$ cat src/rtl/core/conv2d_pkg.sv
// Shared types and constants of the 8x8 valid-region convolution core.
// No dependencies; imported by every module of the core.
package conv2d_pkg;

	localparam int VAL_W           = 16;
	localparam int PROD_W          = 2 * VAL_W;
	localparam int RES_W           = 38;
	localparam int POS_W           = 10;
	localparam int SIZE_W          = 11;
	localparam int IDX_W           = 6;
	localparam int MAX_SIZE_DEF    = 1024;
	localparam int KERNEL_SIZE_DEF = 8;
	localparam int KTAPS_DEF       = KERNEL_SIZE_DEF * KERNEL_SIZE_DEF;
	localparam int IMG_SIZE_RST    = 64;

	// Item kinds on the op field.
	localparam logic OP_COEF  = 1'b0;
	localparam logic OP_PIXEL = 1'b1;

	// Per-cell control: window shift, coefficient write and its data.
	typedef struct packed {
		logic                    shift;
		logic                    coef_we;
		logic signed [VAL_W-1:0] coef;
	} cell_ctl_t;

	// Position and framing that travel alongside the adder tree.
	typedef struct packed {
		logic             emit;
		logic [POS_W-1:0] row;
		logic [POS_W-1:0] col;
		logic             last;
	} tag_t;

	// One finished result as held in the output queue.
	typedef struct packed {
		logic signed [RES_W-1:0] value;
		logic [POS_W-1:0]        row;
		logic [POS_W-1:0]        col;
		logic                    last;
	} res_t;

endpackage

$ cat src/rtl/core/conv2d_cell.sv
// One window cell: a window pixel, its kernel coefficient and their product.
// Depends on conv2d_pkg for widths and the cell control struct.
module conv2d_cell import conv2d_pkg::*; (
	input  logic                     clk,
	input  logic                     arst_n,
	input  cell_ctl_t                ctl,
	input  logic signed [VAL_W-1:0]  din,
	output logic signed [VAL_W-1:0]  dout,
	output logic signed [PROD_W-1:0] prod
);

	logic signed [VAL_W-1:0]  win_q;
	logic signed [VAL_W-1:0]  coef_q;
	logic signed [PROD_W-1:0] prod_s3;

	always_ff @(posedge clk or negedge arst_n) begin
		if (!arst_n) begin
			win_q <= '0;
		end else if (ctl.shift) begin
			win_q <= din;
		end
	end

	always_ff @(posedge clk) begin
		if (ctl.coef_we) begin
			coef_q <= $signed(ctl.coef);
		end
		prod_s3 <= win_q * coef_q;
	end

	assign dout = win_q;
	assign prod = prod_s3;

endmodule

$ cat config.mk
export PLATFORM = sky130hd
export DESIGN_NAME = conv2d_cell
export DESIGN_NICKNAME = d
export VERILOG_FILES = /design/src/rtl/core/conv2d_pkg.sv /design/src/rtl/core/conv2d_cell.sv
export SDC_FILE = /design/constraint.sdc
export NUM_CORES = 1
export LEC_CHECK = 0
export ABC_AREA = 1
export BUFFER_PORTS_ARGS = -buffer_cell sky130_fd_sc_hd__buf_2
export CAP_MARGIN = 20
export CELL_PAD_IN_SITES_DETAIL_PLACEMENT = 1
export CELL_PAD_IN_SITES_GLOBAL_PLACEMENT = 1
export CORE_UTILIZATION = 50
export CTS_BUF_LIST = sky130_fd_sc_hd__clkbuf_8 sky130_fd_sc_hd__clkbuf_16
export DETAILED_ROUTE_END_ITERATION = 7
export PLACE_DENSITY_LB_ADDON = 0.1
export SLEW_MARGIN = 0
export SYNTH_ARGS = -nofsm -noshare
export SYNTH_HDL_FRONTEND = slang
export SYNTH_SLANG_ARGS = --single-unit
$ cat constraint.sdc
create_clock -name clk -period 13 [get_ports clk]
set_input_delay 0 -clock clk [delete_from_list [all_inputs] [get_ports clk]]
set_output_delay 0 -clock clk [all_outputs]
set_load 0.03 [all_outputs]
==> impl_metrics.env <==
export IMPL_cap_violations=0
export IMPL_slew_headroom_pct=39.5
export IMPL_core_area_um2=24500
export IMPL_period_share_pct=49.1
export IMPL_drc=0
export IMPL_postCtsHoldBufs=33
export IMPL_syn_area_per_cell_um2=8.05
export IMPL_num_rows=57
export IMPL_worst_path_stages=19
export IMPL_postRouteAntennaNets=0
export IMPL_crit_required_ns=13.24
export IMPL_io_buffers=83
export IMPL_cts_resized=0
export IMPL_fin_setup_tns_ns=0
export IMPL_worstSetupStartpointType="register"
export IMPL_ys_top_cells_by_area="fa_1 (42%), inv_1 (14%), nand2_1 (12%)"
export IMPL_layout_commonest_cell="inv_1"
export IMPL_cts_max_path_buffers=2
export IMPL_overflow=0
export IMPL_synthDistinctLibCells=31
export IMPL_insertion_delay_ns=0.35
export IMPL_grt_antenna_before_repair=4
export IMPL_max_freq_mhz=157
export IMPL_multi_input_area_um2=8940
export IMPL_yosys_area_top_type="fa_1"
export IMPL_cts_max_level=3
export IMPL_post_cts_buffers=0
export IMPL_critPathMaxFanout=18
export IMPL_ys_warn_count=0
export IMPL_start_util_pct=51.2
export IMPL_fin_nets=1999
export IMPL_vias_per_cell=5.18
export IMPL_grt_pass1_wl_um=64300
export IMPL_drive_above_1_share_pct=8.07
export IMPL_die_h_um=160
export IMPL_critical_path_arrival_ns=6.62
export IMPL_syn_cell_area_um2=12500
export IMPL_status="finished clean"
export IMPL_die_area_um2=25700
export IMPL_hold_violations=0
export IMPL_ff2ff_path_depth=19
export IMPL_fin_worst_skew_ns=0.0116
export IMPL_tightest_slew_ns=0.907
export IMPL_cts_root_buf="clkbuf_16"
export IMPL_cts_buffers_inserted=9
export IMPL_max_stage_delay_ns=0.93
export IMPL_dpl_cell_count=1899
export IMPL_gp_congestion=0.913
export IMPL_ff_latch_area_um2=1520
export IMPL_reg2reg_slack_ns=6.62
export IMPL_grt_start_max_net_pins=20
export IMPL_hp_class="input port to register"
export IMPL_clkTransAtPathRegs_ns=0.07
export IMPL_worstSetupStartpoint="dout[15]"
export IMPL_rsz0062_at_grt="false"
export IMPL_num_fill_cells=3003
export IMPL_final_area_um2=13800
export IMPL_num_io_pins=84
export IMPL_placed_cell_area_um2=13100
export IMPL_clock_sinks=64
export IMPL_syn_to_final_growth_pct=10.2
export IMPL_grt_usage_pct=33.2
export IMPL_end_kind="register"
export IMPL_crit_family="adder cells"
export IMPL_crit_chain="nand2_1 > inv_1 > fa_1 > fa_1 > fa_1 > fa_1 > fa_1 > inv_1 > fa_1 > inv_1 > ha_1 > a21oi_1 > o21ai_0 > nand2_1 > nand2_1 > a21oi_1 > nand2_1 > nand2_1 > nand2_1"
export IMPL_synth_nets=1934
export IMPL_wirelength_um=39600
export IMPL_final_cell_mix="inv_1 (478), nand2_1 (413), fa_1 (262)"
export IMPL_setup_viol=0
export IMPL_drt_iter0_drc=500
export IMPL_fin_crit_ns=6.38
export IMPL_wl_per_cell_um=20.3
export IMPL_grt_pass1_vias=11600
export IMPL_worstSetupPathType="register to register"
export IMPL_ys_ff_latch=64
export IMPL_postSynthCellCount=1554
export IMPL_yosysSeqAreaShare_pct=12.2
export IMPL_critPathCapture="prod[30]"
export IMPL_cp_slowest_cell="fa_1"
export IMPL_final_max_slew_viol_count=0
export IMPL_vias=10100
export IMPL_dp_hpwl_um=31100
export IMPL_first_pass_iters=5
export IMPL_worstReg2RegStart="dout[15]"
export IMPL_cts_tree="done"
export IMPL_worst_r2r_endpoint="prod[30]"
export IMPL_cp_buffers_inverters=3
export IMPL_die_x_um=160
export IMPL_final_instance_count_excl_fill=1952
export IMPL_synth_top_area_share_pct=41.9
-- synth_stat cells --
master    number
and2_1         1
a21oi_1       24
nor2_1        44
nand3_1       32
dfxtp_1       32
nand2_2        3
buf_2          2
o21ai_0       11
nor3_1         8
edfxtp_1      16
nor3_2         2
clkbuf_1      63
fa_1         262
inv_2          3
o21bai_1       5
nand3b_1       2
a21o_1         1
inv_1        478
o21a_1         1
dfrtp_1       16
mux2_2        13
nor2_2         3
nor2_4         2
nor3b_2        1
nand2_1      413
nand3_2        2
nand4_1       11
xnor2_1        3
ha_1          82
xor2_1        17
o21ai_1        1
-- worst min-delay path by stage --
stage | startpoint | endpoint | slack, ns | cells after the start
floorplan | arst_n | dout[0] | -0.30 | 0
global placement | arst_n | dout[2] | 0.009 | 1
detailed placement | arst_n | dout[2] | 0.01 | 1
CTS | ctl[16] | coef_q[14] | 0.13 | 1
global route | ctl[16] | coef_q[15] | 0.14 | 1
finish | ctl[16] | coef_q[14] | 0.13 | 1
-- flip-flops by register name, indices dropped and copies added, names as in the netlist --
signal  count
coef_q     16
dout       16
prod       32
-- per-layer routing --
layer  global-route usage [%]  wire length (µm)
met5                     1.52                54
met4                     9.96              1120
met3                     4.23              1710
met2                     57.7             20300
met1                     43.0             16500
-- metrics by stage --
step	hold slack [ns]	worst slack (ns)	util (%)
final	0.135	6.62	56.4
after global routing	0.144	6.34	56.4
after CTS	0.132	6.70	56.3
after detailed placement	0.0150	6.73	53.6
after global placement	0.00943	6.88	53.6
after floorplan	-0.296	7.39	-
-- kinds of logic (layout without fill, tap and decap cells) --
| kind of cell | after synthesis | in the layout | share of synthesized area [%] |
|---|---|---|---|
| adders and majority gates | 344 | 344 | 50.1 |
| xor gates and xnor gates | 20 | 20 | 1.40 |
| muxes | 13 | 13 | 1.17 |
| buffers and inverters | 546 | 616 | 16.4 |
| DFF | 64 | 64 | 12.2 |
| AOI/OAI and AO/OA | 43 | 43 | 1.86 |
| and+or+nand+nor | 524 | 524 | 16.9 |
| other | 0 | 4 | 0 |
-- layout make-up --
type / instances / area share, %
well taps: 324 / 2.94
multi-input cells: 944 / 64.8
inverters: 481 / 13.1
clock inverters: 3 / 0.172
repair buffers: 119 / 5.57
diodes: 4 / 0.0726
flip-flops and latches: 64 / 11.0
clock buffers: 13 / 2.28
Power is not shown: default switching activity piles up to over one toggle a cycle in this logic, so the estimate is an artifact.
